$ cat src/tgc_pkg.sv
// ----------------------------------------------------------------------------
// tgc_pkg
// shared widths, gesture codes and register indexes for the touch gesture
// classifier
// ----------------------------------------------------------------------------
package tgc_pkg;

    localparam int unsigned CoordW   = 12;
    localparam int unsigned TimeW    = 32;
    localparam int unsigned HoldW    = 16;
    localparam int unsigned FingerW  = 2;
    localparam int unsigned GestureW = 4;
    localparam int unsigned MaskW    = 4;
    localparam int unsigned CfgIdxW  = 3;
    localparam int unsigned CfgDataW = 16;

    typedef logic [CoordW-1:0]   t_coord;
    typedef logic [GestureW-1:0] t_gesture;
    typedef logic [1:0]          t_dir;

    // gesture codes
    localparam t_gesture G_NONE       = 4'd0;
    localparam t_gesture G_TAP        = 4'd1;
    localparam t_gesture G_LONG       = 4'd2;
    localparam t_gesture G_SWIPE_BASE = 4'd3;
    localparam t_gesture G_DRAG_BASE  = 4'd7;
    localparam t_gesture G_PARTIAL    = 4'd11;

    // direction index: left, right, up, down
    localparam t_dir DIR_LEFT  = 2'd0;
    localparam t_dir DIR_RIGHT = 2'd1;
    localparam t_dir DIR_UP    = 2'd2;
    localparam t_dir DIR_DOWN  = 2'd3;

    // configuration register indexes
    localparam logic [CfgIdxW-1:0] REG_DRAG_THRESHOLD  = 3'd0;
    localparam logic [CfgIdxW-1:0] REG_SWIPE_THRESHOLD = 3'd1;
    localparam logic [CfgIdxW-1:0] REG_LONG_TOUCH_MS   = 3'd2;
    localparam logic [CfgIdxW-1:0] REG_PARTIAL_ENABLE  = 3'd3;
    localparam logic [CfgIdxW-1:0] REG_DRAG_LATCH_MASK = 3'd4;

    // reset values of the configuration registers
    localparam t_coord             RST_DRAG_THRESHOLD  = 12'd20;
    localparam t_coord             RST_SWIPE_THRESHOLD = 12'd50;
    localparam logic [HoldW-1:0]   RST_LONG_TOUCH_MS   = 16'd800;
    localparam logic               RST_PARTIAL_ENABLE  = 1'b1;
    localparam logic [MaskW-1:0]   RST_DRAG_LATCH_MASK = 4'd12;

    // dominant-axis direction, vertical wins a tie
    function automatic t_dir dir_of(input t_coord adx, input t_coord ady,
                                    input logic x_pos, input logic y_pos);
        t_dir d;
        if (adx > ady) begin
            d = x_pos ? DIR_LEFT : DIR_RIGHT;
        end else begin
            d = y_pos ? DIR_UP : DIR_DOWN;
        end
        return d;
    endfunction

    // magnitude of a - b for unsigned coordinates
    function automatic t_coord abs_diff(input t_coord a, input t_coord b);
        t_coord r;
        if (a > b) begin
            r = a - b;
        end else begin
            r = b - a;
        end
        return r;
    endfunction

endpackage

$ cat src/touch_gesture_classifier.sv
// ----------------------------------------------------------------------------
// touch_gesture_classifier
// classifies touch-panel reports into tap, long press, swipe, drag and
// partial-update events, one result word per report word
// ----------------------------------------------------------------------------
//
// usage
//   input channel (i_in_valid / o_in_ready) carries one report word: finger
//   count, first-finger x/y and a millisecond timestamp. each report word
//   produces exactly one result word on the output channel
//   (o_out_valid / i_out_ready), gesture none included.
//   the config channel (i_cfg_valid / o_cfg_ready) writes one register per
//   word by index; o_cfg_ready is always high. write only while idle.
// pipeline and throughput
//   two stages: an input register, then the classify logic feeding the
//   result register, through which each report passes to the output.
//   one report per cycle is accepted sustained while results are taken;
//   the touch state updates as a report leaves the input register, so
//   back-to-back reports see each other's effects in order.
// reset
//   synchronous active-low i_rst_n clears both stage valids, the touch state
//   and loads the register defaults (drag 20, swipe 50, hold 800 ms,
//   partial update on, latch mask left/right off, up/down on).
// stall
//   a held result keeps its value; the input register still takes one more
//   report, then o_in_ready drops until the result word is taken.
//
module touch_gesture_classifier (
    input  logic                          i_clk,
    input  logic                          i_rst_n,
    // report channel
    input  logic                          i_in_valid,
    output logic                          o_in_ready,
    input  logic [tgc_pkg::FingerW-1:0]   i_finger_count,
    input  logic [tgc_pkg::CoordW-1:0]    i_touch_x,
    input  logic [tgc_pkg::CoordW-1:0]    i_touch_y,
    input  logic [tgc_pkg::TimeW-1:0]     i_time_ms,
    // result channel
    output logic                          o_out_valid,
    input  logic                          i_out_ready,
    output logic [tgc_pkg::GestureW-1:0]  o_gesture,
    output logic [tgc_pkg::CoordW-1:0]    o_start_x,
    output logic [tgc_pkg::CoordW-1:0]    o_start_y,
    output logic [tgc_pkg::CoordW-1:0]    o_abs_dx,
    output logic [tgc_pkg::CoordW-1:0]    o_abs_dy,
    // config channel
    input  logic                          i_cfg_valid,
    output logic                          o_cfg_ready,
    input  logic [tgc_pkg::CfgIdxW-1:0]   i_cfg_index,
    input  logic [tgc_pkg::CfgDataW-1:0]  i_cfg_data
);
    import tgc_pkg::*;

    // config registers
    t_coord             r_drag_thr;
    t_coord             r_swipe_thr;
    logic [HoldW-1:0]   r_long_ms;
    logic               r_partial_en;
    logic [MaskW-1:0]   r_latch_mask;

    // input stage
    logic               r_in_vld;
    logic               r_in_down;
    t_coord             r_in_x;
    t_coord             r_in_y;
    logic [TimeW-1:0]   r_in_time;

    // touch state
    logic               r_active;
    logic [TimeW-1:0]   r_start_time;
    t_coord             r_org_x;
    t_coord             r_org_y;
    t_coord             r_prev_x;
    t_coord             r_prev_y;
    logic               r_long_fired;
    logic               r_drag_latched;

    // result stage
    logic               r_out_vld;
    t_gesture           r_gesture;
    t_coord             r_start_x;
    t_coord             r_start_y;
    t_coord             r_adx;
    t_coord             r_ady;

    // classify next values
    logic               n_active;
    logic [TimeW-1:0]   n_start_time;
    t_coord             n_org_x;
    t_coord             n_org_y;
    t_coord             n_prev_x;
    t_coord             n_prev_y;
    logic               n_long_fired;
    logic               n_drag_latched;
    t_gesture           n_gesture;
    t_coord             n_adx;
    t_coord             n_ady;

    logic               advance;
    t_coord             adx;
    t_coord             ady;
    t_dir               dir;
    logic [TimeW-1:0]   held;

    // the input register moves into the result register when the latter is
    // empty or being drained this cycle
    assign advance     = r_in_vld && (!r_out_vld || i_out_ready);
    assign o_in_ready  = !r_in_vld || advance;
    assign o_cfg_ready = 1'b1;

    // displacement from origin to previous point, "left"/"up" mean positive
    assign adx  = abs_diff(r_prev_x, r_org_x);
    assign ady  = abs_diff(r_prev_y, r_org_y);
    assign dir  = dir_of(adx, ady, r_prev_x > r_org_x, r_prev_y > r_org_y);
    assign held = r_in_time - r_start_time;

    always_comb begin
        n_active       = r_active;
        n_start_time   = r_start_time;
        n_org_x        = r_org_x;
        n_org_y        = r_org_y;
        n_prev_x       = r_prev_x;
        n_prev_y       = r_prev_y;
        n_long_fired   = r_long_fired;
        n_drag_latched = r_drag_latched;
        n_gesture      = G_NONE;
        n_adx          = '0;
        n_ady          = '0;
        if (r_in_down) begin
            if (!r_active) begin
                // touch start
                n_active       = 1'b1;
                n_start_time   = r_in_time;
                n_long_fired   = 1'b0;
                n_drag_latched = 1'b0;
                n_org_x        = r_in_x;
                n_org_y        = r_in_y;
            end else if (adx > r_drag_thr || ady > r_drag_thr) begin
                n_gesture      = G_DRAG_BASE + {2'b00, dir};
                n_drag_latched = r_latch_mask[dir];
                n_adx          = adx;
                n_ady          = ady;
            end else if (!r_long_fired && held > {{(TimeW-HoldW){1'b0}}, r_long_ms}) begin
                n_long_fired = 1'b1;
                n_gesture    = G_LONG;
            end
            n_prev_x = r_in_x;
            n_prev_y = r_in_y;
        end else if (r_active) begin
            // release
            if (!r_long_fired && !r_drag_latched) begin
                if (adx > r_swipe_thr || ady > r_swipe_thr) begin
                    n_gesture = G_SWIPE_BASE + {2'b00, dir};
                end else begin
                    n_gesture = G_TAP;
                end
            end else if (r_drag_latched && r_partial_en) begin
                n_gesture = G_PARTIAL;
            end
            n_active = 1'b0;
        end
    end

    // control and touch state
    always_ff @(posedge i_clk) begin
        if (!i_rst_n) begin
            r_in_vld       <= 1'b0;
            r_out_vld      <= 1'b0;
            r_active       <= 1'b0;
            r_start_time   <= '0;
            r_org_x        <= '0;
            r_org_y        <= '0;
            r_prev_x       <= '0;
            r_prev_y       <= '0;
            r_long_fired   <= 1'b0;
            r_drag_latched <= 1'b0;
            r_drag_thr     <= RST_DRAG_THRESHOLD;
            r_swipe_thr    <= RST_SWIPE_THRESHOLD;
            r_long_ms      <= RST_LONG_TOUCH_MS;
            r_partial_en   <= RST_PARTIAL_ENABLE;
            r_latch_mask   <= RST_DRAG_LATCH_MASK;
        end else begin
            if (o_in_ready) begin
                r_in_vld <= i_in_valid;
            end
            if (advance) begin
                r_out_vld <= 1'b1;
            end else if (i_out_ready) begin
                r_out_vld <= 1'b0;
            end
            if (advance) begin
                r_active       <= n_active;
                r_start_time   <= n_start_time;
                r_org_x        <= n_org_x;
                r_org_y        <= n_org_y;
                r_prev_x       <= n_prev_x;
                r_prev_y       <= n_prev_y;
                r_long_fired   <= n_long_fired;
                r_drag_latched <= n_drag_latched;
            end
            // register writes; unknown indexes fall through
            if (i_cfg_valid) begin
                case (i_cfg_index)
                    REG_DRAG_THRESHOLD:  r_drag_thr   <= i_cfg_data[CoordW-1:0];
                    REG_SWIPE_THRESHOLD: r_swipe_thr  <= i_cfg_data[CoordW-1:0];
                    REG_LONG_TOUCH_MS:   r_long_ms    <= i_cfg_data[HoldW-1:0];
                    REG_PARTIAL_ENABLE:  r_partial_en <= i_cfg_data[0];
                    REG_DRAG_LATCH_MASK: r_latch_mask <= i_cfg_data[MaskW-1:0];
                    default: ;
                endcase
            end
        end
    end

    // payload registers
    always_ff @(posedge i_clk) begin
        if (i_in_valid && o_in_ready) begin
            r_in_down <= (i_finger_count != '0);
            r_in_x    <= i_touch_x;
            r_in_y    <= i_touch_y;
            r_in_time <= i_time_ms;
        end
        if (advance) begin
            r_gesture <= n_gesture;
            r_start_x <= n_org_x;
            r_start_y <= n_org_y;
            r_adx     <= n_adx;
            r_ady     <= n_ady;
        end
    end

    assign o_out_valid = r_out_vld;
    assign o_gesture   = r_gesture;
    assign o_start_x   = r_start_x;
    assign o_start_y   = r_start_y;
    assign o_abs_dx    = r_adx;
    assign o_abs_dy    = r_ady;

endmodule
$ cat config.mk
export PLATFORM = sky130hd
export DESIGN_NAME = touch_gesture_classifier
export DESIGN_NICKNAME = d
export VERILOG_FILES = /design/src/tgc_pkg.sv /design/src/touch_gesture_classifier.sv
export SDC_FILE = /design/constraint.sdc
export NUM_CORES = 1
export LEC_CHECK = 0
export BUFFER_PORTS_ARGS = -buffer_cell sky130_fd_sc_hd__buf_4
export CORE_MARGIN = 1
export CORE_UTILIZATION = 50
export DETAILED_ROUTE_END_ITERATION = 8
export HOLD_SLACK_MARGIN = 0.15
export PLACE_DENSITY = 0.72
export SKIP_LAST_GASP = 1
export SLEW_MARGIN = 25
export SYNTH_ARGS = -nofsm -noshare
export SYNTH_HDL_FRONTEND = slang
export SYNTH_SLANG_ARGS = --single-unit
$ cat constraint.sdc
create_clock -name i_clk -period 4.4 [get_ports i_clk]
set_input_delay 0 -clock i_clk [delete_from_list [all_inputs] [get_ports i_clk]]
set_output_delay 0 -clock i_clk [all_outputs]
set_load 0.02 [all_outputs]
==> results_dict.tcl, run 1 <==
set metrics [dict create \
    ff2ff_setup_slack_ns -0.12 \
    fmax_mhz 221 \
    dieArea_um2 29400 \
    grt_pass1_vias 12029 \
    pre_cts_ws_ns -0.495 \
    async_flop_share 0 \
    min_period_ns 4.52 \
    max_cap_viol_count 0 \
    p_per_area_nw_per_um2 406 \
    route.vias.total 12307 \
    worstSetupEndpointType "register" \
    clockRootBuffer "clkbuf_16" \
    setup_ws_ns -0.125 \
    cp_slowest_cell "fa_2" \
    synth_flop_cell "dfxtp_1" \
    seq_area_frac_synth 0.409 \
    hp-class "input port to register" \
    holdPathEnd "r_in_time[21]$_DFFE_PP_" \
    cp-start-kind "register" \
    io_buffers 135 \
    violations "negative setup slack" \
    drt_iter0_markers 766 \
    dp_hpwl_um 26400 \
    post-route-drc-count 0 \
    grt_max_degree 133 \
    core-area_um2 28000 \
    max-clock-path-buffers 3 \
    initial_core_util 0.513 \
    crit_chain "inv_1 -> ha_2 -> fa_2 -> nor2b_2 -> o21ai_2 -> a21oi_2 -> o21ai_2 -> a211oi_2 -> o21ai_2 -> buf_6 -> buf_4 -> mux2i_1 -> a41o_1 -> xnor2_1 -> buf_4 -> ha_4 -> nand4_1 -> buf_4 -> buf_4 -> nor3_2 -> nor2_4 -> mux2i_1 -> a21o_1 -> o211ai_1" \
    cts_max_level 1 \
    grt_pass1_wl_um 60300 \
    finalSetupTns_ns -0.980 \
    post_drt_wl_per_cell_um 16.6 \
    crit_buf_inv 6 \
    instances_no_fill 2310 \
    final_cell_mix "buf_4 (277), nand2_1 (237), inv_1 (150), ha_1 (138), dfxtp_1 (125)" \
    cpMostUsedCell "buf_4" \
    drtAntennaViolNets 0 \
    clk_latency_ns 0.55 \
    yosys_warnings 0 \
    reg2reg_depth 24 \
    max_slew_margin 0.309 \
    antenna_found_initial 0 \
    syn-instance-count 1528 \
    p_total_mw 7.98 \
    arrival_ns 4.82 \
    netlist_area_um2 14400 \
    placed_cell_area_um2 16700 \
    areaGrowthSynthToFinish_pct 36.7 \
    hold_depth 2 \
    hold_viol_final 0 \
    nNetsFinal 2151 \
    clkTransAtPathRegs_ns 0.06 \
    gp_congestion 0.937 \
    status "finished, violations left" \
    p_leak_nw 7.98 \
    dieHeight_um 172 \
    finalWirelength_um 38300 \
    cts_buffers 27 \
    syn_nets 1768 \
    synth_edf_count 109 \
    cts_sinks 239 \
    synth_cell_types 72 \
    setup_viol 27 \
    tightest_slew_ns 1.04 \
    clock_skew_ns 0.0110 \
    worstSetupPathType "register to register" \
    r2r-end "o_gesture[1]$_DFFE_PP_" \
    ir_drop_mv 0.434 \
    final_area_um2 19600 \
    drive_gt1_frac 0.252 \
    avgViaCountPerCell 5.33 \
    row_count 61 \
    r2r-start "r_prev_y[0]$_SDFFE_PN0P_" \
    ys_ff_latch 239 \
    avgSynthCellArea_um2 9.41 \
    n_antenna_cell 0 \
    rsz0062_at_grt "true" \
    grt.overflow.total 0 \
    die_w_um 172 \
    slew_violations 0 \
    cp_slowest_stage_delay_ns 0.39 \
    dp.cells 2126 \
    crit_path_max_fanout 5 \
    period_share 1.03 \
    grtUsageTotal 0.260 \
    crit_required_ns 4.70 \
    ios 137 \
    final_common_cell "buf_4" \
    drt_first_pass_iters 5 \
    cts_tree "done" \
    worstHoldStart "i_time_ms[21]" \
    critPathTopFamily "compound AO/OA/AOI/OAI gates" \
]
metal layers:
metal	wire length (um)	track usage	up-vias
met5	0	0	-
met4	998	0.0722	0
met3	1680	0.0265	62
met2	18200	0.441	290
met1	17400	0.350	5867
li1	-	-	6088
worst register-to-register path, delay by kind of cell (launching register included):
kind | cells | cell delay [ns]
adder cells (fa/ha/maj) | 3 | 0.85
flip-flops | 1 | 0.32
XOR/XNOR | 1 | 0.13
buffers and inverters | 6 | 0.81
AO/OA/AOI/OAI | 8 | 1.11
multiplexers | 2 | 0.31
AND/OR/NAND/NOR | 4 | 0.73
cell usage after synthesis, drive strengths merged, types with 2 or more instances:
cell type / n / share of area
ha: 153 / 0.13
fa: 5 / 0.0070
dfxtp: 130 / 0.18
nor3: 20 / 0.0077
inv: 155 / 0.040
a21oi: 74 / 0.027
clkbuf: 36 / 0.0094
xnor2: 32 / 0.020
edfxtp: 109 / 0.23
o221ai: 4 / 0.0024
o21bai: 9 / 0.0047
o22ai: 2 / 0.00087
o2bb2ai: 2 / 0.0012
nand2: 241 / 0.063
a21o: 44 / 0.023
buf: 17 / 0.0064
nor4: 7 / 0.0035
nor2: 51 / 0.013
or3: 3 / 0.0013
nor3b: 10 / 0.0056
mux2i: 44 / 0.031
and3: 5 / 0.0023
o21ai: 49 / 0.018
a311oi: 2 / 0.0012
nand2b: 9 / 0.0039
a21boi: 94 / 0.049
nor2b: 50 / 0.022
o31a: 3 / 0.0018
o21a: 5 / 0.0026
and2: 8 / 0.0035
a221o: 4 / 0.0028
a211o: 2 / 0.0012
o211ai: 15 / 0.0078
or2: 4 / 0.0017
xor2: 15 / 0.0091
a31oi: 6 / 0.0026
a2111oi: 3 / 0.0018
a221oi: 3 / 0.0018
o31ai: 4 / 0.0021
o221a: 2 / 0.0016
nand3: 22 / 0.0077
nand4: 23 / 0.010
mux2: 27 / 0.021
nand3b: 2 / 0.0010
a211oi: 12 / 0.0073
per-stage QoR:
stage / utilization / hold slack (ns)
after floorplan: - / 0.0989
after global placement: 0.597 / 0.178
after detailed placement: 0.597 / 0.179
after CTS: 0.687 / 0.150
after global routing: 0.701 / 0.152
final: 0.701 / 0.163
worst max path at each step:
stage          cells past startpoint                     start  slack (ns)                        end
6_report                          24  r_prev_y[0]$_SDFFE_PN0P_       -0.12     o_gesture[1]$_DFFE_PP_
5_1_grt                           24  r_prev_y[0]$_SDFFE_PN0P_       -0.35     o_gesture[1]$_DFFE_PP_
4_1_cts                           21    r_in_time[0]$_DFFE_PP_       -0.05     o_gesture[1]$_DFFE_PP_
3_5_place_dp                      22  r_prev_x[0]$_SDFFE_PN0P_       -0.50     o_gesture[3]$_DFFE_PP_
3_3_place_gp                      21    r_in_time[0]$_DFFE_PP_       -0.40     o_gesture[1]$_DFFE_PP_
2_1_floorplan                     20   r_org_x[0]$_SDFFE_PN0P_        0.01  o_abs_dy[6]$_SDFFCE_PN0P_
state kept, by name (all words and copies together) (netlist names), 4 cells and up:
register,cells
r_in_time,32
r_start_time,32
r_long_ms,16
o_abs_dx,12
o_abs_dy,12
o_start_x,12
o_start_y,12
r_drag_thr,12
r_in_x,12
r_in_y,12
r_org_x,12
r_org_y,12
r_prev_x,12
r_prev_y,12
r_swipe_thr,12
o_gesture,4
r_latch_mask,4
cell families after synthesis:
kind of cell / synth area share
compound gates: 0.164
xor+xnor: 0.0292
fa+ha+maj: 0.140
buf+inv: 0.0563
flops: 0.409
mux: 0.0518
other cells: 0.000261
simple gates: 0.149
area by class of cell:
cell class / instances / area (um2)
Inverter: 155 / 582
Tap cell: 378 / 473
Clock buffer: 36 / 783
Timing Repair Buffer: 407 / 3440
Multi-Input combinational cell: 1081 / 8380
Clock inverter: 14 / 113
Sequential cell: 239 / 5880
Fill cell: 2069 / 8360
report_power, final:
part	switching, mW	internal (mW)
registers	0.0606	2.44
clock network	0.950	1.32
logic	1.59	1.63
repair_timing:
action                                  in CTS  in global routing
buffers inserted                            14                  6
hold endpoints to repair                   104                  0
pin swaps                                   53                 57
gates cloned                                 0                  1
hold buffers                               116                  0
endpoints found under the setup margin      30                 30
resized for setup                           73                 59
(Power assumes the default switching activity.)
==> run 2: changes to the inputs <==
- BUFFER_PORTS_ARGS: -buffer_cell sky130_fd_sc_hd__buf_4 -> default
- DONT_BUFFER_PORTS: default -> 1
- PLACE_DENSITY: 0.72 -> 0.68
==> results_dict.tcl, run 2 (synthesized netlist as in run 1, its figures left out) <==
set metrics [dict create \
    status "finished, violations left" \
    violations "negative setup slack" \
    nNetsFinal 2082 \
    final_common_cell "nand2_1" \
    grt_max_degree 133 \
    cp_slowest_cell "fa_2" \
    row_count 61 \
    setup_viol 5 \
    p_per_area_nw_per_um2 414 \
    crit_required_ns 4.69 \
    reg2reg_depth 25 \
    initial_core_util 0.513 \
    dp.cells 2015 \
    drtAntennaViolNets 0 \
    cp_slowest_stage_delay_ns 0.38 \
    placed_cell_area_um2 15900 \
    p_total_mw 7.91 \
    cts_max_level 1 \
    die_w_um 172 \
    grt_pass1_vias 11973 \
    grtUsageTotal 0.261 \
    drt_iter0_markers 760 \
    cp.depth 25 \
    antenna_found_initial 2 \
    slew_violations 0 \
    cts_tree "done" \
    r2r-start "r_prev_x[0]$_SDFFE_PN0P_" \
    drt_first_pass_iters 6 \
    cpMostUsedCell "buf_4" \
    clk_latency_ns 0.55 \
    clock_skew_ns 0.0231 \
    drive_gt1_frac 0.201 \
    top_regs "r_in_time: 32 flops, r_start_time: 32 flops, r_long_ms: 16 flops" \
    worstSetupPathType "register to register" \
    worst_hold_slack_ns 0.164 \
    hold_viol_final 0 \
    max-clock-path-buffers 3 \
    fillers 2231 \
    post-route-drc-count 0 \
    clkTransAtPathRegs_ns 0.06 \
    dieArea_um2 29400 \
    grt.overflow.total 0 \
    crit_buf_inv 7 \
    final_cell_mix "nand2_1 (238), buf_4 (176), dlygate4sd3_1 (153), inv_1 (149), ha_1 (137)" \
    areaGrowthSynthToFinish_pct 33.0 \
    critPathTopFamily "compound AO/OA/AOI/OAI gates" \
    post_drt_wl_per_cell_um 17.3 \
    finalWirelength_um 38800 \
    ir_drop_mv 0.408 \
    worstSetupEndpointType "register" \
    clockRootBuffer "clkbuf_16" \
    final_util 0.682 \
    avgViaCountPerCell 5.37 \
    ff2ff_setup_slack_ns -0.11 \
    ios 137 \
    dieHeight_um 172 \
    crit_path_max_fanout 4 \
    tightest_slew_ns 0.832 \
    core-area_um2 28000 \
    finalSetupTns_ns -0.240 \
    dp_hpwl_um 26200 \
    cts_buffers 26 \
    grt_pass1_wl_um 60800 \
    hp-class "input port to register" \
    r2r-end "o_gesture[0]$_DFFE_PP_" \
    max_slew_margin 0.445 \
    io_buffers 0 \
    period_share 1.03 \
    min_period_ns 4.51 \
    fmax_mhz 222 \
    final_area_um2 19100 \
    cp-start-kind "register" \
    gp_congestion 0.948 \
    instances_no_fill 2242 \
    critPathLaunch "r_prev_x[0]$_SDFFE_PN0P_" \
    setup_ws_ns -0.112 \
    p_leak_nw 7.57 \
    critPathCapture "o_gesture[0]$_DFFE_PP_" \
    route.vias.total 12044 \
    rsz0062_at_grt "true" \
    pre_cts_ws_ns -0.412 \
    cts_sinks 239 \
    arrival_ns 4.80 \
    max_cap_viol_count 0 \
]
run 2: cell count changes in the layout (fill, tap and decap cells not counted), moves of 4 or more:
| cell | delta |
|---|---|
| a21oi_1 | -6 |
| a21oi_2 | +6 |
| buf_4 | -101 |
| buf_6 | -4 |
| clkbuf_1 | -4 |
| clkbuf_16 | -4 |
| dlygate4sd3_1 | +37 |
| o21ai_1 | +5 |
run 2: report_power, final:
| group | internal, mW | switching [mW] | leakage [nW] |
|---|---|---|---|
| combinational | 1.64 | 1.56 | 5.03 |
| clock | 1.24 | 0.942 | 0.420 |
| sequential | 2.44 | 0.0931 | 2.12 |
| total | 5.31 | 2.60 | 7.57 |
run 2: routing by layer:
metal	wire, um	track usage
met5	0	0
met4	995	0.0707
met3	1910	0.0410
met2	18200	0.443
met1	17600	0.345
run 2: worst min path at each step:
stage                               from                          to  cells after the start  slack (ns)
after floorplan             i_time_ms[0]      r_in_time[0]$_DFFE_PP_                      0         0.1
after global placement      i_touch_x[7]         r_in_x[7]$_DFFE_PP_                      0         0.1
after detailed placement    i_touch_x[7]         r_in_x[7]$_DFFE_PP_                      0         0.1
after CTS                 i_cfg_data[14]  r_long_ms[14]$_SDFFE_PN0P_                      3        0.15
after global routing      i_cfg_data[12]  r_long_ms[12]$_SDFFE_PN0P_                      3        0.19
final                     i_cfg_data[14]  r_long_ms[14]$_SDFFE_PN0P_                      3        0.16
run 2: repair_timing:
item,in CTS,in global routing
resized for setup,63,62
buffers inserted,17,8
hold buffers,154,0
pin swaps,45,43
hold endpoints to repair,187,0
endpoints found under the setup margin,30,30
run 2: cell type report:
type                    count  area (um2)  area share
diodes                      2        5.00    0.000262
clock buffers              32         726      0.0380
clock inverters            16         121     0.00635
inverters                 155         582      0.0304
multi-input cells        1081        8320       0.435
flip-flops and latches    239        5880       0.308
well taps                 378         473      0.0247
repair buffers            339        3010       0.157
run 2: worst register-to-register path: stages, from the launching register on:
cell,delay (ns)
dfxtp_2,0.32
inv_2,0.06
ha_4,0.13
inv_2,0.04
fa_2,0.38
a21oi_4,0.16
o2111ai_2,0.15
a21oi_2,0.19
o21ai_2,0.08
a21oi_4,0.17
buf_6,0.14
buf_4,0.13
inv_1,0.08
a211oi_1,0.21
nor2_1,0.07
xor2_1,0.14
buf_4,0.17
buf_4,0.14
ha_1,0.31
nand4_1,0.18
nor2_1,0.20
a2111oi_2,0.07
o22a_2,0.28
nor3_2,0.20
o221a_2,0.24
a21oi_2,0.03
